File: config.mk
export PLATFORM = sky130hd
export DESIGN_NAME = least_loaded_cluster_heap
export DESIGN_NICKNAME = d
export VERILOG_FILES = /design/src/sv/llch_pkg.sv /design/src/sv/llch_ram.sv /design/src/sv/llch_front.sv /design/src/sv/llch_back.sv /design/src/sv/least_loaded_cluster_heap.sv
export SDC_FILE = /design/constraint.sdc
export NUM_CORES = 1
export LEC_CHECK = 0
export BUFFER_PORTS_ARGS = -buffer_cell sky130_fd_sc_hd__buf_2
export CAP_MARGIN = 20
export CORE_ASPECT_RATIO = 0.8
export CORE_UTILIZATION = 50
export CTS_CLUSTER_DIAMETER = 150
export DETAILED_ROUTE_END_ITERATION = 10
export HOLD_SLACK_MARGIN = 0.08
export PLACE_DENSITY_LB_ADDON = 0.1
export SYNTH_ARGS = -nofsm -noshare
export SYNTH_HDL_FRONTEND = slang
export SYNTH_SLANG_ARGS = --single-unit
File: constraint.sdc
create_clock -name aclk -period 5.8 [get_ports aclk]
set_clock_uncertainty 0.2 [all_clocks]
set_input_delay 0 -clock aclk [delete_from_list [all_inputs] [get_ports aclk]]
set_output_delay 0 -clock aclk [all_outputs]
set_load 0.01 [all_outputs]
File: src/sv/llch_pkg.sv
// Shared types and codes of the least-loaded cluster heap.
// Holds the word structs of both channels, the operation and command-kind codes
// and the default values of the top-level parameters. Depends on nothing.
package llch_pkg;

    // Default values of the top-level parameters.
    localparam int NUM_CLUSTERS_DEF = 16;
    localparam int COUNT_BITS_DEF   = 16;

    // Fixed field widths of the channel words.
    localparam int OP_W    = 2;
    localparam int CID_W   = 4;
    localparam int SIZE_W  = 16;
    localparam int NCNT_W  = 16;
    localparam int KIND_W  = 3;

    // Operation codes of an input word.
    localparam logic [OP_W-1:0] OP_ASSIGN  = 2'd0;
    localparam logic [OP_W-1:0] OP_RELEASE = 2'd1;
    localparam logic [OP_W-1:0] OP_SET     = 2'd2;

    // Command kinds handed from the front end to the heap engine.
    localparam logic [KIND_W-1:0] K_ASSIGN  = 3'd0;
    localparam logic [KIND_W-1:0] K_RELEASE = 3'd1;
    localparam logic [KIND_W-1:0] K_SET     = 3'd2;
    localparam logic [KIND_W-1:0] K_PEEK    = 3'd3;
    localparam logic [KIND_W-1:0] K_REJECT  = 3'd4;

    typedef struct packed {
        logic [OP_W-1:0]   operation;
        logic [CID_W-1:0]  cluster_sel;
        logic [SIZE_W-1:0] size_value;
    } in_item_t;

    typedef struct packed {
        logic [CID_W-1:0]  touched_cluster;
        logic [NCNT_W-1:0] new_count;
        logic [CID_W-1:0]  min_cluster;
        logic              error_flag;
    } out_item_t;

    typedef struct packed {
        logic [KIND_W-1:0] kind;
        logic [CID_W-1:0]  cluster_sel;
        logic [SIZE_W-1:0] size_value;
    } cmd_t;

endpackage

File: src/sv/llch_ram.sv
// Generic single-write, single-read RAM with a registered read port.
// Used for the heap slots and the cluster-to-slot map. No dependencies.
module llch_ram #(
    parameter int WIDTH = 8,
    parameter int DEPTH = 16
) (
    input  logic                     aclk,
    input  logic                     we,
    input  logic [$clog2(DEPTH)-1:0] waddr,
    input  logic [WIDTH-1:0]         wdata,
    input  logic [$clog2(DEPTH)-1:0] raddr,
    output logic [WIDTH-1:0]         rdata
);

    logic [WIDTH-1:0] mem_reg [DEPTH];
    logic [WIDTH-1:0] rdata_reg;

    always_ff @(posedge aclk) begin
        if (we) begin
            mem_reg[waddr] <= wdata;
        end
        rdata_reg <= mem_reg[raddr];
    end

    assign rdata = rdata_reg;

endmodule

File: src/sv/llch_front.sv
// Front end of the least-loaded cluster heap: takes input words, sorts them
// into command kinds and buffers them in a two-entry queue. Uses llch_pkg.
module llch_front #(
    parameter int NUM_CLUSTERS = llch_pkg::NUM_CLUSTERS_DEF
) (
    input  logic               aclk,
    input  logic               aresetn,
    input  logic               s_valid,
    output logic               s_ready,
    input  llch_pkg::in_item_t s_data,
    output logic               q_valid,
    output llch_pkg::cmd_t     q_cmd,
    input  logic               q_pop
);

    localparam int QDEPTH = 2;
    localparam int QPW    = $clog2(QDEPTH);
    localparam int QCW    = $clog2(QDEPTH + 1);

    llch_pkg::cmd_t q_mem_reg [QDEPTH];
    logic [QPW-1:0] wr_ptr_reg, wr_ptr_next;
    logic [QPW-1:0] rd_ptr_reg, rd_ptr_next;
    logic [QCW-1:0] cnt_reg, cnt_next;
    llch_pkg::cmd_t cls_cmd;
    logic           push;
    logic           id_ok;

    // An id at or above the cluster count is refused for every operation
    // except assign, which never looks at the id.
    assign id_ok = {28'd0, s_data.cluster_sel} < 32'(NUM_CLUSTERS);

    always_comb begin
        cls_cmd.cluster_sel = s_data.cluster_sel;
        cls_cmd.size_value  = s_data.size_value;
        if (s_data.operation == llch_pkg::OP_ASSIGN) begin
            cls_cmd.kind = llch_pkg::K_ASSIGN;
        end else if (!id_ok) begin
            cls_cmd.kind = llch_pkg::K_REJECT;
        end else begin
            case (s_data.operation)
                llch_pkg::OP_RELEASE: cls_cmd.kind = llch_pkg::K_RELEASE;
                llch_pkg::OP_SET:     cls_cmd.kind = llch_pkg::K_SET;
                default:              cls_cmd.kind = llch_pkg::K_PEEK;
            endcase
        end
    end

    assign s_ready = cnt_reg != QCW'(QDEPTH);
    assign push    = s_valid && s_ready;
    assign q_valid = cnt_reg != '0;
    assign q_cmd   = q_mem_reg[rd_ptr_reg];

    always_comb begin
        wr_ptr_next = push  ? wr_ptr_reg + 1'b1 : wr_ptr_reg;
        rd_ptr_next = q_pop ? rd_ptr_reg + 1'b1 : rd_ptr_reg;
        cnt_next    = cnt_reg + QCW'(push) - QCW'(q_pop);
    end

    always_ff @(posedge aclk) begin
        if (!aresetn) begin
            wr_ptr_reg <= '0;
            rd_ptr_reg <= '0;
            cnt_reg    <= '0;
        end else begin
            wr_ptr_reg <= wr_ptr_next;
            rd_ptr_reg <= rd_ptr_next;
            cnt_reg    <= cnt_next;
        end
    end

    always_ff @(posedge aclk) begin
        if (push) begin
            q_mem_reg[wr_ptr_reg] <= cls_cmd;
        end
    end

endmodule

File: src/sv/llch_back.sv
// Heap engine of the least-loaded cluster heap: runs each command against the
// heap and slot-map RAMs and drives the result register. Uses llch_pkg, llch_ram.
module llch_back #(
    parameter int NUM_CLUSTERS = llch_pkg::NUM_CLUSTERS_DEF,
    parameter int COUNT_BITS   = llch_pkg::COUNT_BITS_DEF
) (
    input  logic                aclk,
    input  logic                aresetn,
    input  logic                q_valid,
    input  llch_pkg::cmd_t      q_cmd,
    output logic                q_pop,
    output logic                m_valid,
    input  logic                m_ready,
    output llch_pkg::out_item_t m_data
);

    localparam int CL  = $clog2(NUM_CLUSTERS);
    localparam int AW1 = CL + 1;
    localparam int HW  = CL + COUNT_BITS;
    localparam int IW  = CL > llch_pkg::CID_W ? CL : llch_pkg::CID_W;
    localparam int SW  = COUNT_BITS > llch_pkg::SIZE_W ? COUNT_BITS : llch_pkg::SIZE_W;
    localparam logic [AW1-1:0]        N1      = AW1'(NUM_CLUSTERS);
    localparam logic [CL-1:0]         LAST    = CL'(NUM_CLUSTERS - 1);
    localparam logic [COUNT_BITS-1:0] CNT_MAX = {COUNT_BITS{1'b1}};

    localparam logic [3:0] ST_CLEAR  = 4'd0;
    localparam logic [3:0] ST_IDLE   = 4'd1;
    localparam logic [3:0] ST_SLOT   = 4'd2;
    localparam logic [3:0] ST_CNT    = 4'd3;
    localparam logic [3:0] ST_DOWN_L = 4'd4;
    localparam logic [3:0] ST_DOWN_R = 4'd5;
    localparam logic [3:0] ST_UP_P   = 4'd6;
    localparam logic [3:0] ST_FINAL  = 4'd7;
    localparam logic [3:0] ST_EMIT   = 4'd8;

    function automatic logic [llch_pkg::CID_W-1:0] id4(input logic [CL-1:0] v);
        logic [IW-1:0] w;
        w = IW'(v);
        return w[llch_pkg::CID_W-1:0];
    endfunction

    function automatic logic [llch_pkg::NCNT_W-1:0] cnt16(input logic [COUNT_BITS-1:0] v);
        logic [SW-1:0] w;
        w = SW'(v);
        return w[llch_pkg::NCNT_W-1:0];
    endfunction

    logic [3:0]            state_reg, state_next;
    logic [CL-1:0]         clr_idx_reg, clr_idx_next;
    logic [llch_pkg::KIND_W-1:0] kind_reg, kind_next;
    logic [CL-1:0]         cl_reg, cl_next;
    logic [COUNT_BITS-1:0] val_reg, val_next;
    logic [COUNT_BITS-1:0] new_reg, new_next;
    logic [CL-1:0]         s_reg, s_next;
    logic [CL-1:0]         c_reg, c_next;
    logic [HW-1:0]         lft_reg, lft_next;
    logic [CL-1:0]         root_id_reg, root_id_next;
    logic [COUNT_BITS-1:0] root_cnt_reg, root_cnt_next;
    llch_pkg::out_item_t   res_reg, res_next;
    logic                  m_valid_reg, m_valid_next;
    llch_pkg::out_item_t   m_data_reg, m_data_next;

    logic          heap_we, slot_we;
    logic [CL-1:0] heap_waddr, heap_raddr, slot_waddr, slot_raddr;
    logic [HW-1:0] heap_wdata, heap_rdata;
    logic [CL-1:0] slot_wdata, slot_rdata;

    llch_ram #(.WIDTH(HW), .DEPTH(NUM_CLUSTERS)) u_heap_ram (
        .aclk  (aclk),
        .we    (heap_we),
        .waddr (heap_waddr),
        .wdata (heap_wdata),
        .raddr (heap_raddr),
        .rdata (heap_rdata)
    );

    llch_ram #(.WIDTH(CL), .DEPTH(NUM_CLUSTERS)) u_slot_ram (
        .aclk  (aclk),
        .we    (slot_we),
        .waddr (slot_waddr),
        .wdata (slot_wdata),
        .raddr (slot_raddr),
        .rdata (slot_rdata)
    );

    always_comb begin
        logic [IW-1:0]         cid_w;
        logic [CL-1:0]         cmd_cl;
        logic [SW-1:0]         sz_w;
        logic [COUNT_BITS-1:0] sat;
        logic [COUNT_BITS-1:0] old;
        logic [COUNT_BITS-1:0] upd;
        logic                  go_update;
        logic                  do_down;
        logic [HW-1:0]         pick;
        logic [CL-1:0]         pick_idx;
        logic [AW1-1:0]        nc;
        logic [CL-1:0]         par;

        state_next    = state_reg;
        clr_idx_next  = clr_idx_reg;
        kind_next     = kind_reg;
        cl_next       = cl_reg;
        val_next      = val_reg;
        new_next      = new_reg;
        s_next        = s_reg;
        c_next        = c_reg;
        lft_next      = lft_reg;
        root_id_next  = root_id_reg;
        root_cnt_next = root_cnt_reg;
        res_next      = res_reg;
        m_valid_next  = m_valid_reg && !m_ready;
        m_data_next   = m_data_reg;

        heap_we    = 1'b0;
        heap_waddr = s_reg;
        heap_wdata = {cl_reg, new_reg};
        heap_raddr = c_reg;
        slot_we    = 1'b0;
        slot_waddr = cl_reg;
        slot_wdata = s_reg;
        q_pop      = 1'b0;

        cid_w      = IW'(q_cmd.cluster_sel);
        cmd_cl     = cid_w[CL-1:0];
        slot_raddr = cmd_cl;
        sz_w       = SW'(q_cmd.size_value);
        sat        = (sz_w > SW'(CNT_MAX)) ? CNT_MAX : sz_w[COUNT_BITS-1:0];
        old        = heap_rdata[COUNT_BITS-1:0];
        upd        = '0;
        go_update  = 1'b0;
        do_down    = 1'b0;
        pick       = heap_rdata;
        pick_idx   = c_reg;
        nc         = '0;
        par        = '0;

        case (state_reg)
            ST_CLEAR: begin
                heap_we    = 1'b1;
                heap_waddr = clr_idx_reg;
                heap_wdata = {clr_idx_reg, {COUNT_BITS{1'b0}}};
                slot_we    = 1'b1;
                slot_waddr = clr_idx_reg;
                slot_wdata = clr_idx_reg;
                if (clr_idx_reg == LAST) begin
                    state_next = ST_IDLE;
                end else begin
                    clr_idx_next = clr_idx_reg + 1'b1;
                end
            end
            ST_IDLE: begin
                if (q_valid) begin
                    q_pop     = 1'b1;
                    kind_next = q_cmd.kind;
                    cl_next   = cmd_cl;
                    val_next  = sat;
                    case (q_cmd.kind)
                        llch_pkg::K_ASSIGN: begin
                            cl_next = root_id_reg;
                            s_next  = '0;
                            if (root_cnt_reg == CNT_MAX) begin
                                res_next = '{id4(root_id_reg), cnt16(root_cnt_reg),
                                             id4(root_id_reg), 1'b1};
                                state_next = ST_EMIT;
                            end else begin
                                new_next   = root_cnt_reg + 1'b1;
                                c_next     = CL'(1);
                                heap_raddr = CL'(1);
                                state_next = ST_DOWN_L;
                            end
                        end
                        llch_pkg::K_REJECT: begin
                            res_next = '{q_cmd.cluster_sel, {llch_pkg::NCNT_W{1'b0}},
                                         id4(root_id_reg), 1'b1};
                            state_next = ST_EMIT;
                        end
                        default: begin
                            state_next = ST_SLOT;
                        end
                    endcase
                end
            end
            ST_SLOT: begin
                s_next     = slot_rdata;
                heap_raddr = slot_rdata;
                state_next = ST_CNT;
            end
            ST_CNT: begin
                case (kind_reg)
                    llch_pkg::K_PEEK: begin
                        res_next   = '{id4(cl_reg), cnt16(old), id4(root_id_reg), 1'b1};
                        state_next = ST_EMIT;
                    end
                    llch_pkg::K_RELEASE: begin
                        if (old == '0) begin
                            res_next = '{id4(cl_reg), {llch_pkg::NCNT_W{1'b0}},
                                         id4(root_id_reg), 1'b1};
                            state_next = ST_EMIT;
                        end else begin
                            upd       = old - 1'b1;
                            go_update = 1'b1;
                        end
                    end
                    default: begin
                        upd       = val_reg;
                        go_update = 1'b1;
                    end
                endcase
                if (go_update) begin
                    new_next = upd;
                    if (upd > old) begin
                        nc = {s_reg, 1'b1};
                        if (nc < N1) begin
                            c_next     = nc[CL-1:0];
                            heap_raddr = nc[CL-1:0];
                            state_next = ST_DOWN_L;
                        end else begin
                            state_next = ST_FINAL;
                        end
                    end else if (s_reg == '0) begin
                        state_next = ST_FINAL;
                    end else begin
                        par        = (s_reg - 1'b1) >> 1;
                        c_next     = par;
                        heap_raddr = par;
                        state_next = ST_UP_P;
                    end
                end
            end
            ST_DOWN_L: begin
                // Read data is the left child; fetch the right one if it exists.
                lft_next = heap_rdata;
                nc       = AW1'(c_reg) + 1'b1;
                if (nc < N1) begin
                    heap_raddr = nc[CL-1:0];
                    state_next = ST_DOWN_R;
                end else begin
                    pick     = heap_rdata;
                    pick_idx = c_reg;
                    do_down  = 1'b1;
                end
            end
            ST_DOWN_R: begin
                // The right child wins only on a strictly smaller count.
                if (heap_rdata[COUNT_BITS-1:0] < lft_reg[COUNT_BITS-1:0]) begin
                    pick     = heap_rdata;
                    pick_idx = c_reg + 1'b1;
                end else begin
                    pick     = lft_reg;
                    pick_idx = c_reg;
                end
                do_down = 1'b1;
            end
            ST_UP_P: begin
                if (new_reg < heap_rdata[COUNT_BITS-1:0]) begin
                    heap_we    = 1'b1;
                    heap_waddr = s_reg;
                    heap_wdata = heap_rdata;
                    slot_we    = 1'b1;
                    slot_waddr = heap_rdata[HW-1:COUNT_BITS];
                    slot_wdata = s_reg;
                    s_next     = c_reg;
                    if (c_reg == '0) begin
                        state_next = ST_FINAL;
                    end else begin
                        par        = (c_reg - 1'b1) >> 1;
                        c_next     = par;
                        heap_raddr = par;
                    end
                end else begin
                    state_next = ST_FINAL;
                end
            end
            ST_FINAL: begin
                heap_we    = 1'b1;
                slot_we    = 1'b1;
                if (s_reg == '0) begin
                    root_id_next  = cl_reg;
                    root_cnt_next = new_reg;
                    res_next = '{id4(cl_reg), cnt16(new_reg), id4(cl_reg), 1'b0};
                end else begin
                    res_next = '{id4(cl_reg), cnt16(new_reg), id4(root_id_reg), 1'b0};
                end
                state_next = ST_EMIT;
            end
            ST_EMIT: begin
                if (!m_valid_reg || m_ready) begin
                    m_valid_next = 1'b1;
                    m_data_next  = res_reg;
                    state_next   = ST_IDLE;
                end
            end
            default: begin
                state_next = ST_IDLE;
            end
        endcase

        // One sift-down step: the smaller child moves up into the hole when the
        // moving entry is strictly larger than it.
        if (do_down) begin
            if (new_reg > pick[COUNT_BITS-1:0]) begin
                heap_we    = 1'b1;
                heap_waddr = s_reg;
                heap_wdata = pick;
                slot_we    = 1'b1;
                slot_waddr = pick[HW-1:COUNT_BITS];
                slot_wdata = s_reg;
                if (s_reg == '0) begin
                    root_id_next  = pick[HW-1:COUNT_BITS];
                    root_cnt_next = pick[COUNT_BITS-1:0];
                end
                s_next = pick_idx;
                nc     = {pick_idx, 1'b1};
                if (nc < N1) begin
                    c_next     = nc[CL-1:0];
                    heap_raddr = nc[CL-1:0];
                    state_next = ST_DOWN_L;
                end else begin
                    state_next = ST_FINAL;
                end
            end else begin
                state_next = ST_FINAL;
            end
        end
    end

    always_ff @(posedge aclk) begin
        if (!aresetn) begin
            state_reg    <= ST_CLEAR;
            clr_idx_reg  <= '0;
            root_id_reg  <= '0;
            root_cnt_reg <= '0;
            m_valid_reg  <= 1'b0;
        end else begin
            state_reg    <= state_next;
            clr_idx_reg  <= clr_idx_next;
            root_id_reg  <= root_id_next;
            root_cnt_reg <= root_cnt_next;
            m_valid_reg  <= m_valid_next;
        end
    end

    always_ff @(posedge aclk) begin
        kind_reg   <= kind_next;
        cl_reg     <= cl_next;
        val_reg    <= val_next;
        new_reg    <= new_next;
        s_reg      <= s_next;
        c_reg      <= c_next;
        lft_reg    <= lft_next;
        res_reg    <= res_next;
        m_data_reg <= m_data_next;
    end

    assign m_valid = m_valid_reg;
    assign m_data  = m_data_reg;

endmodule

File: src/sv/least_loaded_cluster_heap.sv
// Top level of the least-loaded cluster heap: joins the front end and the heap engine.
// Depends on llch_pkg, llch_front, llch_back (and llch_ram through the engine).

// The block keeps an indexed binary min-heap of member counts, one entry per
// cluster, plus a map from cluster to heap slot, both held in RAMs. A word on
// the input channel asks for assign (the cluster at the root gains one member),
// release (a named cluster loses one) or set (a named cluster gets a given
// count, saturated to the count width). Every input word yields exactly one
// result word: the cluster touched, its new count, the cluster at the root
// afterwards and an error flag, which is raised when a release finds a zero
// count, an assign finds the root already at the maximum count, the cluster id
// is out of range or the operation code is unused; the heap is then left as it
// was. After reset the block first writes the initial heap into its RAMs; the
// front end still takes up to two input words in that time and holds them in
// its queue. The front end classifies words into a two-entry queue, so input
// words are still taken while the engine works or a result waits, and a word
// is registered in the queue before the engine sees it. The engine handles one
// word at a time. An assign sifts the root entry down, and each sift-down level
// reads the two children through the single read port of the heap RAM; a
// release, or a set that lowers a count, looks up the slot map and the count
// and then sifts up, one parent per level; a set that raises a count sifts
// down in the same way as an assign. A refused word needs no lookup when it is
// an assign at the maximum count or an id out of range, and goes through the
// slot-map and count lookups otherwise.
module least_loaded_cluster_heap #(
    parameter int NUM_CLUSTERS = llch_pkg::NUM_CLUSTERS_DEF,
    parameter int COUNT_BITS   = llch_pkg::COUNT_BITS_DEF
) (
    input  logic                aclk,
    input  logic                aresetn,
    input  logic                s_valid,
    output logic                s_ready,
    input  llch_pkg::in_item_t  s_data,
    output logic                m_valid,
    input  logic                m_ready,
    output llch_pkg::out_item_t m_data
);

    // Command queue between the front end and the engine.
    logic           q_valid;
    logic           q_pop;
    llch_pkg::cmd_t q_cmd;

    llch_front #(
        .NUM_CLUSTERS (NUM_CLUSTERS)
    ) u_front (
        .aclk    (aclk),
        .aresetn (aresetn),
        .s_valid (s_valid),
        .s_ready (s_ready),
        .s_data  (s_data),
        .q_valid (q_valid),
        .q_cmd   (q_cmd),
        .q_pop   (q_pop)
    );

    // The engine owns the heap RAMs and the output register.
    llch_back #(
        .NUM_CLUSTERS (NUM_CLUSTERS),
        .COUNT_BITS   (COUNT_BITS)
    ) u_back (
        .aclk    (aclk),
        .aresetn (aresetn),
        .q_valid (q_valid),
        .q_cmd   (q_cmd),
        .q_pop   (q_pop),
        .m_valid (m_valid),
        .m_ready (m_ready),
        .m_data  (m_data)
    );

endmodule
# After elaboration in Yosys (flattened, before gate mapping)
# Memories as Yosys holds them, arrays and structs flattened. A register that Yosys moved wholly into a read port is not among the register bits.
# Index checks and enable logic that the tools add are counted.
[totals]
latch_bits = 0
inputBits = 26
output_inout_bits = 27
elab_cells = 203
mem_bits_ro = 0
ff_bits = 150
ram_bits = 428
n_memories = 3
[classes]
n_shift = 0
n_eq_ne = 32
n_reduce_logical = 21
n_addsub = 11
order_cmp = 8
bitwise_logic = 1
div_mod_pow = 0
n_mul = 0
n_mux = 104
[mem_list]
columns = ["memory", "depth", "width", "rd", "rd_ports_with_merged_regs", "wr", "line", "text"]
rows = [
  ["u_back.u_heap_ram.mem_reg", 16, 20, 1, 1, 1, "llch_ram.sv:15", "logic [WIDTH-1:0] mem_reg [DEPTH];"],
  ["u_back.u_slot_ram.mem_reg", 16, 4, 1, 1, 1, "llch_ram.sv:15", ""],
  ["u_front.q_mem_reg", 2, 22, 1, 1, 1, "llch_front.sv:20", "llch_pkg::cmd_t q_mem_reg [QDEPTH];"],
]
[ops]
columns = ["operator", "count"]
rows = [
  ["$mux W4", 46],
  ["$mux W16", 11],
  ["$mux W20", 5],
  ["$pmux W25 S2", 2],
  ["$mux W25", 3],
  ["$pmux W25 S3", 1],
  ["$pmux W16 S2", 2],
  ["$pmux W20 S2", 1],
  ["$pmux W4 S9", 1],
  ["$gt A16 B16 Y1", 2],
  ["$lt A16 B16 Y1", 2],
  ["$pmux W4 S2", 3],
  ["$pmux W4 S3", 2],
  ["$pmux W4 S5", 1],
  ["$mux W1", 17],
  ["$add A16 B1 Y16 const B", 1],
  ["$eq A16 B16 Y1 const B", 1],
  ["$eq A4 B3 Y1 const B", 4],
  ["$gt A16 B16 Y1 const B", 1],
  ["$logic_not A16 Y1", 1],
  ["$sub A16 B1 Y16 const B", 1],
  ["$lt A5 B5 Y1 const B", 3],
  ["$logic_not A4 Y1", 3],
  ["$ne A3 B1 Y1 const B", 4],
  ["38 further kinds", 59],
]

# Longest topological paths before layout
# Gate-level depths: netlist (run 1).
[depth]
ltp_word = 11
mapped_depth = 23
depth_no_buf = 20

# By module
# Synthesis (run 1) repeated with hierarchy kept, for this count alone.
[hier_totals]
hier_cells = 1719
area_unflattened_um2 = 26301.5
[modules_own_cells]
columns = ["mod", "seq_area_each_um2", "n_inst", "area_per_inst_um2", "cells_per_inst"]
rows = [
  ["llch_ram at u_back.u_heap_ram", 10009.6, 1, 12530.8, 533],
  ["llch_back", 4013.8, 1, 9240.1, 956],
  ["llch_ram at u_back.u_slot_ram", 2001.9, 1, 2666.3, 130],
  ["llch_front", 1421.4, 1, 1864.3, 100],
]

# Worst setup path after synthesis (run 1)
# Ideal clock, no wire load.
[synth_path]
path_type = "reg-to-reg"
start = "register u_back.u_heap_ram.rdata_reg[13], in the netlist u_back.u_heap_ram.rdata[13], read port of u_back.u_heap_ram.mem_reg"
end = "memory u_back.u_slot_ram.mem_reg[5][0] in the netlist's numbering (enable)"
slack_ns = 0.301
arrival_ns = 4.969
setup_ns = 0.330
path_buffers = 3
period_less_slack_ns = 5.499
required_ns = 5.270
path_stages_with_launch = 20
path_cell_list = "dfxtp_1 -> ha_1 -> nand4_1 -> or3b_1 -> o32a_1 -> a31o_1 -> buf_2 -> buf_1 -> a21oi_1 -> ha_1 -> a21o_1 -> a21o_1 -> a221o_1 -> nand2_1 -> o21a_1 -> clkbuf_1 -> nor2_1 -> a41oi_1 -> nand2_1 -> nor2_1"
[synth_between]
elab_chain_len = 8
elab_cells_between_ends = 15
classes_between = "3 x order compare; 12 x mux"
[synth_rtl]
columns = ["item", "line", "text"]
rows = [
  ["start: declaration", "llch_ram.sv:16", "logic [WIDTH-1:0] rdata_reg;"],
  ["$lt A16 B16 Y1", "llch_back.sv:246", "if (heap_rdata[COUNT_BITS-1:0] < lft_reg[COUNT_BITS-1:0]) begin"],
  ["$mux W20", "llch_back.sv:246", ""],
  ["$mux W20", "n/a", ""],
  ["$gt A16 B16 Y1", "llch_back.sv:302", "if (new_reg > pick[COUNT_BITS-1:0]) begin"],
  ["$mux W1", "llch_back.sv:302", ""],
  ["$mux W1", "llch_back.sv:301", "if (do_down) begin"],
  ["$mux W1", "llch_ram.sv:19", "if (we) begin"],
  ["$mux W1 (implied by the code)", "llch_ram.sv:20", "mem_reg[waddr] <= wdata;"],
  ["end: declaration", "llch_ram.sv:15", ""],
]
# Parallel ways exist; a longest one is shown, timed or not.

# Final worst setup path (run 1)
[layout_path]
start = "register u_back.lft_reg[9]"
end = "register u_back.u_heap_ram.rdata_reg[3], in the netlist u_back.u_heap_ram.rdata[3], read port of u_back.u_heap_ram.mem_reg"
[layout_between]
elab_chain_len = 7
elab_cells_between_ends = 10
classes_between = "3 x order compare; 7 x mux"
[layout_rtl]
columns = ["item", "line", "text"]
rows = [
  ["start: declaration", "llch_back.sv:56", "logic [HW-1:0] lft_reg, lft_next;"],
  ["start signal: assignment", "llch_back.sv:351", "lft_reg <= lft_next;"],
  ["parallel branches: the longest is 5 deep, another holds $lt A16 B16 Y1", "n/a", ""],
  ["$mux W4 (*)", "llch_back.sv:302", ""],
  ["$mux W4 (*)", "llch_back.sv:301", ""],
]
# Every way passes the cells marked *.
# A chain may end at the register's enable or synchronous reset.

==> results of run 1 <==
-- worst paths after layout --
check	from	endpoint	slack, ns	cells after the start
max	u_back.lft_reg[9]	u_back.u_heap_ram.rdata[3]	0.24	21
min	u_back.res_reg[5]	u_back.m_data[5]	0.22	0
max reg2reg	u_back.lft_reg[9]	u_back.u_heap_ram.rdata[3]	0.24	21
min reg2reg	u_back.res_reg[5]	u_back.m_data[5]	0.22	0
-- cell type report --
| type | instances | area [um2] | share of cell area |
|---|---|---|---|
| clock inverters | 24 | 223 | 0.00710 |
| multi-input cells | 1290 | 8940 | 0.285 |
| repair buffers | 225 | 2070 | 0.0659 |
| inverters | 64 | 240 | 0.00766 |
| well taps | 693 | 867 | 0.0276 |
| flip-flops and latches | 602 | 17400 | 0.555 |
| clock buffers | 87 | 1620 | 0.0517 |
-- worst register-to-register path, stage by stage, from the launching register on --
cell and delay [ns]:
edfxtp_1 0.33, inv_1 0.06, ha_1 0.30, nand4_1 0.18
or3b_1 0.41, o32a_1 0.34, a31o_1 0.31, buf_12 0.19
a21oi_1 0.34, ha_1 0.23, nand4_1 0.20, a21oi_1 0.23
a211oi_2 0.09, buf_4 0.15, o21ai_1 0.30, buf_4 0.23
a21boi_2 0.09, a21oi_4 0.26, buf_12 0.24, mux2_2 0.40
a2bb2oi_2 0.13, a32o_1 0.25
-- cells by family (layout without fill, tap and decap cells) --
group           after synthesis  in the layout  share of synthesized area
xor+xnor                     35             35                     0.0119
flops                       602            602                      0.646
compound gates              418            418                      0.112
simple gates                645            645                      0.112
buf+inv                     168            400                     0.0298
fa+ha+maj                    71             71                     0.0330
mux                         121            121                     0.0547
-- through the flow --
step / util / power, mW / instance area, um2 / hold WS, ns
floorplan: - / 10.9 / 26900 / -0.101
global placement: 0.544 / 13.3 / 28800 / -0.0113
detailed placement: 0.544 / 13.4 / 28800 / -0.00755
CTS: 0.590 / 17.2 / 31200 / 0.170
global route: 0.594 / 18.1 / 31400 / 0.224
finish: 0.594 / 17.2 / 31400 / 0.217
-- cells in the final DEF, fill, tap and decap left out, types with 11 or more instances in the layout --
cell type,instances
edfxtp_1,536
nand2_1,301
a21oi_1,141
nor2_1,93
buf_4,93
ha_1,71
dfxtp_1,66
o21ai_0,65
inv_1,62
clkbuf_16,60
buf_2,52
mux2i_1,51
nand3_1,50
dlygate4sd3_1,50
mux2_2,49
and3_1,41
a221oi_1,40
nor2_2,29
buf_12,25
clkbuf_1,24
xnor2_1,22
nand4_1,21
a2bb2oi_2,21
nand3b_1,20
a32o_1,20
a221o_1,17
mux4_2,16
nor3_1,14
and2_1,14
nor2b_1,11
xor2_1,11
-- where the power goes --
| group | total, mW | switching, mW | leakage, nW | internal, mW |
|---|---|---|---|---|
| sequential | 6.40 | 0.334 | 5.50 | 6.06 |
| clock | 3.68 | 1.64 | 0.888 | 2.04 |
| combinational | 7.14 | 4.54 | 4.89 | 2.60 |
-- per-layer routing --
metal	vias to the layer above	global-route usage	wire, um
li1	8171	-	-
met1	8893	0.390	32500
met2	604	0.397	32000
met3	105	0.0367	4620
met4	0	0.0603	1340
met5	-	0	0
-- timing repair --
item	4_1_cts	5_1_grt
hold buffers	50	0
buffers inserted	5	3
gates resized for setup	3	27
pin swaps	2	2
hold endpoints to repair	108	0
gates cloned	0	1
endpoints found under the setup margin	14	134
==> run_results.csv, run 1 <==
group,metric,value,unit
floorplanning,fp.dieArea,0.0548,mm2
clocking,cts_buffers,59,
synth,synth_cells,2060,
timing,setup_ws,0.245,ns
timing,fmax,0.180,GHz
layout,syn2layout_area_growth,16.4,%
placement,dp.cells,2813,
pwr,p_per_area,549,mW/mm2
pwr,leakagePower,11.3,nW
floorplanning,rows,75,
synth,synth_fp_nets,2157,
clocking,cts_root_buf,"clkbuf_16",
layout,largest_register_ffs,320,
layout,drive_above_1_share,0.184,
synth,yosysWarnings,0,
detailed_routing,via_count,17800,
synth,yosysMostFrequentCell,"edfxtp_1",
synth,synth_cell_types,94,
timing,rsz0062_at_grt,"no",
grt,grt_max_degree,81,
critical_path,worstSetupPathType,"register to register",
critical_path,crit_fanout,27,
timing,max_slew_margin,0.330,
detailed_routing,routed_wl,70400,um
timing,worstMarginPinSlew,0.995,ns
synth,synthTopCellsByCount,"536 x edfxtp_1, 301 x nand2_1, 144 x a21oi_1",
timing,slew_viol_final,0,
detailed_routing,drt-vias-per-instance,5.95,
critical_path,crit_arrival,5.86,ns
clocking,clkSlewWorstSetupHoldPaths,0.06,ns
clocking,clock-sinks,602,
critical_path,cpPeakStageDelay,0.41,ns
layout,n_antenna_cell,0,
grt,grt_overflow_total,0,
critical_path,end_kind,"register",
floorplanning,ios,53,
synth,synth_seq_cells,602,
clocking,clock_latency,0.63,ns
pwr,vdd_ir_drop_max,0.503,mV
clocking,clock_path_buffers,3,
layout,layout.nets,2339,
timing,setup_tns,0,ns
min_path,worst_hold_path_type,"register to register",
critical_path,worst_setup_path_start_kind,"register",
grt,antenna_found_initial,0,
floorplanning,start_util,0.510,
critical_path,worst_ep_required_time,6.10,ns
placement,routabilityCongestion,0.919,
clocking,htreeDepth,2,
synth,synth_area_leaders,"edfxtp_1 60%, dfxtp_1 4.9%, nand2_1 4.2%",
layout,finalNonFillerCells,2985,
detailed_routing,wl_per_cell,23.6,um
floorplanning,die_w,262,um
detailed_routing,drcViolationCount,0,
detailed_routing,drtIter0Drc,1638,
timing,hold_violations,0,
synth,yosysSeqAreaShare,0.646,
run,maxCapViolations,0,
detailed_routing,drt_first_pass_iters,5,
synth,synthArstFlopShare,0,
critical_path,cp_num_buf_inv,5,
grt,grt_pass1_wl,107000,um
grt,grt_pass1_vias,17700,
timing,fin_crit,5.56,ns
synth,synth.largest_area_cell,"edfxtp_1",
synth,synth_edf_count,536,
floorplanning,core_area,0.0528,mm2
synth,synth_top_area_share,0.597,
outcome,status,"complete, no violations",
grt,grt_use_total,0.259,
layout,nFillCells,4217,
critical_path,path_delay_family,"compound AO/OA/AOI/OAI gates",
timing,setup_viol,0,
placement,numPortBuffers,52,
floorplanning,die_h,210,um
detailed_routing,drt.antenna.violating_nets,0,
synth,syn_area,0.0269,mm2
critical_path,slowest_stage,"or3b_1",
critical_path,critical_path.cell_chain,"inv_1, ha_1, nand4_1, or3b_1, o32a_1, a31o_1, buf_12, a21oi_1, ha_1, nand4_1, a21oi_1, a211oi_2, buf_4, o21ai_1, buf_4, a21boi_2, a21oi_4, buf_12, mux2_2, a2bb2oi_2, a32o_1",
clocking,cts_tree,"yes",
synth,postSynthAreaPerCell,13.1,um2
synth,ys.flop_type,"edfxtp_1",
timing,fin_crit_sh,0.958,
placement,pre_cts_ws,-0.0952,ns
placement,dp_hpwl,46400,um
No activity file was read; power rests on OpenSTA's default activity.
==> run 2: changes to the inputs <==
Settings changed: ABC_AREA set to 1.
==> run 2 against run 1 <==
Net effect: sequential share of layout area down 1.4 points; die area up 5.3%; combinational power up 41%; highest routed layer unchanged.
==> run_results.csv, run 2 <==
group,metric,value,unit
detailed_routing,drtIter0Drc,2135,
floorplanning,fp.dieArea,0.0578,mm2
layout,finalNonFillerCells,3743,
pwr,leakagePower,13.4,nW
placement,dp.cells,3582,
critical_path,worst_setup_path_start_kind,"register",
timing,fmax,0.186,GHz
timing,hold_violations,0,
timing,max_slew_margin,0.244,
pwr,vdd_ir_drop_max,0.858,mV
clocking,clock_path_buffers,3,
layout,n_antenna_cell,0,
pwr,p_per_area,637,mW/mm2
synth,synthArstFlopShare,0,
clocking,clkSlewWorstSetupHoldPaths,0.06,ns
grt,grt_pass1_wl,119000,um
layout,syn2layout_area_growth,13.2,%
floorplanning,start_util,0.510,
floorplanning,die_w,268,um
critical_path,crit_fanout,83,
critical_path,path_delay_family,"simple AND/OR/NAND/NOR gates",
detailed_routing,routed_wl,77300,um
synth,yosysWarnings,0,
grt,grt_overflow_total,0,
critical_path,worst_ep_required_time,6.06,ns
detailed_routing,drt-vias-per-instance,5.57,
timing,rsz0062_at_grt,"no",
detailed_routing,wl_met2,34500,um
placement,numPortBuffers,52,
detailed_routing,drt_first_pass_iters,5,
synth,synth_cells,2842,
pwr,power_frac_clock,0.178,
synth,synth_area_leaders,"edfxtp_1 57%, nand3_1 7.0%, nand2_1 6.7%",
pwr,p_switching,9.12,mW
detailed_routing,wl_per_cell,20.6,um
critical_path,slowest_stage,"dfxtp_1",
critical_path,worst-path-stages,26,
layout,layout_commonest_cell,"edfxtp_1",
grt,antenna_found_initial,0,
clocking,clock-sinks,602,
layout,drive_above_1_share,0.0839,
synth,synth_edf_count,536,
grt,grt_use_total,0.271,
layout,final_area,0.0322,mm2
pwr,p_sw_frac,0.445,
critical_path,worstSetupPathType,"register to register",
detailed_routing,m1WireLength,35600,um
layout,utilization,0.577,
pwr,p_int,11.4,mW
clocking,cts_root_buf,"clkbuf_16",
floorplanning,core_area,0.0557,mm2
timing,fin_hold_ws,0.220,ns
detailed_routing,met3_length,5550,um
synth,synth_fp_nets,2939,
synth,synth_seq_cells,602,
floorplanning,ios,53,
synth,syn_area,0.0284,mm2
grt,grt_max_degree,93,
clocking,htreeDepth,2,
clocking,cts_buffers,59,
pwr,combinationalPowerShare,0.493,
synth,synthTopCellsByCount,"536 x edfxtp_1, 509 x nand2_1, 439 x inv_1",
layout,layout.nets,3043,
layout,final_cell_mix,"536 x edfxtp_1, 508 x nand2_1, 439 x inv_1",
detailed_routing,via_count,20800,
floorplanning,die_h,215,um
timing,fin_crit,5.37,ns
timing,setup_viol,0,
outcome,status,"complete, no violations",
timing,slew_viol_final,0,
timing,fin_crit_sh,0.926,
synth,synth_top_area_share,0.567,
synth,synth_cell_types,49,
min_path,hold_depth,0,
detailed_routing,drcViolationCount,0,
synth,postSynthAreaPerCell,9.99,um2
synth,ys.flop_type,"edfxtp_1",
pwr,seqPwrFrac,0.329,
synth,yosysMostFrequentCell,"edfxtp_1",
synth,yosysSeqAreaShare,0.613,
clocking,clock_latency,0.62,ns
grt,grt_pass1_vias,20300,
detailed_routing,drt.antenna.violating_nets,0,
critical_path,crit_arrival,5.63,ns
timing,setup_tns,0,ns
placement,routabilityCongestion,0.912,
min_path,worst_hold_path_type,"register to register",
synth,synth.largest_area_cell,"edfxtp_1",
timing,worstMarginPinSlew,1.13,ns
placement,postPlaceCellArea,0.0298,mm2
clocking,cts_tree,"yes",
detailed_routing,top_layer,"met4",
critical_path,cp_num_buf_inv,3,
run,maxCapViolations,0,
critical_path,reg2reg_depth,26,
placement,dp_hpwl,48500,um
critical_path,cpPeakStageDelay,0.53,ns
layout,largest_register_ffs,320,
floorplanning,rows,77,
critical_path,end_kind,"register",
[run 2: kinds of logic (layout without fill, tap and decap cells)]
| group | Yosys count | after routing | synth area share |
|---|---|---|---|
| simple gates | 1166 | 1166 | 0.187 |
| fa+ha+maj | 71 | 71 | 0.0313 |
| xor+xnor | 24 | 24 | 0.00740 |
| compound gates | 396 | 396 | 0.0786 |
| buf+inv | 583 | 734 | 0.0821 |
| flops | 602 | 602 | 0.613 |
[run 2: worst paths after layout]
check | start | to | slack (ns)
min | u_back.res_reg[14] | u_back.m_data[14] | 0.22
max | u_back.u_heap_ram.rdata[0] | u_back.u_heap_ram.rdata[14] | 0.43
min reg2reg | u_back.res_reg[14] | u_back.m_data[14] | 0.22
max reg2reg | u_back.u_heap_ram.rdata[0] | u_back.u_heap_ram.rdata[14] | 0.43
[run 2: timing repair]
action | CTS | global route
endpoints found under the hold margin | 147 | 0
setup buffers | 0 | 0
resized for setup | 0 | 4
setup endpoints to repair | 0 | 52
hold buffers | 50 | 0
[run 2: cell type report]
cell class	instances	area, um2
clock buffer	80	1580
timing repair buffer	180	1600
multi-input combinational	1657	8740
fill	4855	23500
sequential	602	17400
clock inverter	28	215
tap	750	938
inverter	446	1680
[run 2: through the flow]
step           power [mW]  worst slack, ns
3_5_place_dp         16.8            0.578
5_1_grt              21.8           0.0100
2_1_floorplan        13.2            0.494
3_3_place_gp         16.7            0.642
4_1_cts              20.5            0.533
6_report             20.5            0.429
[run 2: layer usage]
metal,vias to the layer above,track usage
met5,-,0
met2,772,0.409
met3,110,0.0406
met4,0,0.0718
li1,9902,-
met1,10100,0.408
[run 2: power by group through the flow]
| stage | Sequential (mW) | Combinational (mW) | Clock (mW) |
|---|---|---|---|
| floorplan | 6.69 | 6.50 | 0 |
| global placement | 6.80 | 9.88 | 0 |
| detailed placement | 6.82 | 9.98 | 0 |
| CTS | 6.73 | 10.1 | 3.71 |
| global route | 6.82 | 11.1 | 3.88 |
| finish | 6.74 | 10.1 | 3.64 |
==> run 3: changes to the inputs <==
Settings changed: PLACE_DENSITY set to 0.78, PLACE_DENSITY_LB_ADDON 0.1 to not set.
==> run 3 against run 2 <==
Net effect: first-iteration DRC count grew 24%; utilization is 0.20 points higher; non-clock buffer count is 3 lower; sequential share of layout area decreased by 0.19 points; cell count hardly changed; global-route usage decreased by 1.5 points; clock power up 1%; via count increased by 1.9%.
==> run_results.csv, run 3 (synthesis gave the netlist of run 2 again) <==
group,metric,value,unit
floorplanning,rows,77,
detailed_routing,drtIter0Drc,2658,
pwr,vdd_ir_drop_max,0.874,mV
layout,final_cell_mix,"536 x edfxtp_1, 508 x nand2_1, 439 x inv_1",
pwr,p_int,11.4,mW
detailed_routing,via_count,21200,
pwr,total_power,20.4,mW
critical_path,cpPeakStageDelay,0.41,ns
grt,grt_use_total,0.256,
floorplanning,ios,53,
placement,routabilityCongestion,0.946,
pwr,p_per_area,633,mW/mm2
placement,postPlaceCellArea,0.0297,mm2
layout,drive_above_1_share,0.0902,
critical_path,slowest_stage,"nor4_2",
timing,max_slew_margin,0.334,
critical_path,crit_fanout,32,
floorplanning,core_area,0.0557,mm2
critical_path,cp_common_cell,"nand2_1",
clocking,cts_root_buf,"clkbuf_16",
timing,setup_viol,0,
clocking,cts_tree,"yes",
detailed_routing,wl_per_cell,19.7,um
critical_path,worstSetupPathType,"register to register",
clocking,clock_path_buffers,3,
clocking,clock-sinks,602,
pwr,seqPwrFrac,0.332,
critical_path,end_kind,"register",
floorplanning,die_w,268,um
layout,layout_commonest_cell,"edfxtp_1",
min_path,worst_hold_path_type,"register to register",
timing,rsz0062_at_grt,"yes",
timing,hold_violations,0,
placement,numPortBuffers,52,
layout,n_antenna_cell,0,
pwr,combinationalPowerShare,0.487,
critical_path,worst_ep_required_time,5.87,ns
placement,dp_hpwl,45700,um
grt,grt_max_degree,119,
grt,grt_pass1_vias,20600,
outcome,status,"complete, no violations",
layout,layout.nets,3040,
layout,syn2layout_area_growth,13.6,%
timing,slew_viol_final,0,
critical_path,worst_setup_path_start_kind,"register",
clocking,clkSlewWorstSetupHoldPaths,0.06,ns
pwr,p_switching,9.06,mW
detailed_routing,routed_wl,73600,um
pwr,power_frac_clock,0.180,
critical_path,critical_path.cell_chain,"inv_1, ha_1, nand2_1, nor4_2, nand2_1, nand2_1, nand2_1, buf_12, o21ai_0, ha_1, a21oi_1, o21ai_0, a21oi_1, a21oi_1, nand2_2, nand2_1, a211oi_1, o21ai_0, o21ai_0, nand2_1, nor2_1",
clocking,cts_buffers,57,
clocking,htreeDepth,2,
critical_path,crit_arrival,5.59,ns
detailed_routing,drcViolationCount,0,
pwr,p_sw_frac,0.443,
pwr,leakagePower,13.4,nW
grt,grt_pass1_wl,114000,um
grt,grt_overflow_total,0,
timing,fin_crit_sh,0.953,
timing,fmax,0.181,GHz
layout,largest_register_ffs,320,
clocking,clock_latency,0.63,ns
detailed_routing,drt_first_pass_iters,7,
detailed_routing,drt-vias-per-instance,5.67,
grt,antenna_found_initial,0,
floorplanning,start_util,0.510,
layout,final_area,0.0323,mm2
detailed_routing,drt.antenna.violating_nets,0,
floorplanning,fp.dieArea,0.0578,mm2
run,maxCapViolations,0,
floorplanning,die_h,215,um
timing,worstMarginPinSlew,0.999,ns
timing,fin_crit,5.53,ns
## run 3: repair_timing
item | CTS | global route
hold endpoints to repair | 147 | 0
buffers inserted | 0 | 3
resized for setup | 0 | 11
endpoints found under the setup margin | 0 | 452
hold buffers | 50 | 0
## run 3: metrics by stage
stage | utilization | hold WS [ns] | TNS, ns | cells | setup slack, ns
after global placement | 0.534 | -0.0120 | 0 | 3574 | 0.426
after detailed placement | 0.534 | -0.00934 | 0 | 3574 | 0.266
final | 0.580 | 0.219 | 0 | 3742 | 0.273
after CTS | 0.576 | 0.218 | 0 | 3732 | 0.213
after floorplan | - | -0.101 | 0 | 2842 | 0.494
after global routing | 0.580 | 0.229 | -1.32 | 3742 | -0.0506
## run 3: path summary, 6_finish.rpt
check	start	end	slack, ns	cells after the start
worst max-delay path	u_back.lft_reg[15]	u_back.u_slot_ram.mem_reg[10][0]	0.27	21
worst max register to register	u_back.lft_reg[15]	u_back.u_slot_ram.mem_reg[10][0]	0.27	21
worst min register to register	u_back.res_reg[11]	u_back.m_data[11]	0.22	0
worst min-delay path	u_back.res_reg[11]	u_back.m_data[11]	0.22	0
## run 3: power by group through the flow
stage / clock, mW / sequential (mW) / combinational (mW)
6_report: 3.69 / 6.79 / 9.96
5_1_grt: 3.92 / 6.85 / 11.0
4_1_cts: 3.73 / 6.77 / 9.65
3_5_place_dp: 0 / 6.86 / 9.54
3_3_place_gp: 0 / 6.82 / 9.24
2_1_floorplan: 0 / 6.69 / 6.50
## run 3: per-layer routing
layer	track usage	part of all wire	vias to the layer above
li1	-	-	9901
met1	0.361	0.41	10100
met2	0.398	0.46	1112
met3	0.0489	0.10	145
met4	0.0860	0.026	0
met5	0	0	-
## run 3: layout make-up
cell class | count | area (um2)
Clock buffer | 64 | 1450
Multi-Input combinational cell | 1659 | 8770
Timing Repair Buffer | 177 | 1630
Clock inverter | 44 | 382
Tap cell | 750 | 938
Sequential cell | 602 | 17400
Fill cell | 4523 | 23400
Inverter | 446 | 1680
## run 3: critical path, delay by kind of cell, from the launching register on
kind	cells	cell delay (ns)
adders and majority gates	2	0.60
DFF	1	0.36
and+or+nand+nor	9	2.07
buffers and inverters	2	0.31
AOI/OAI and AO/OA	8	1.60
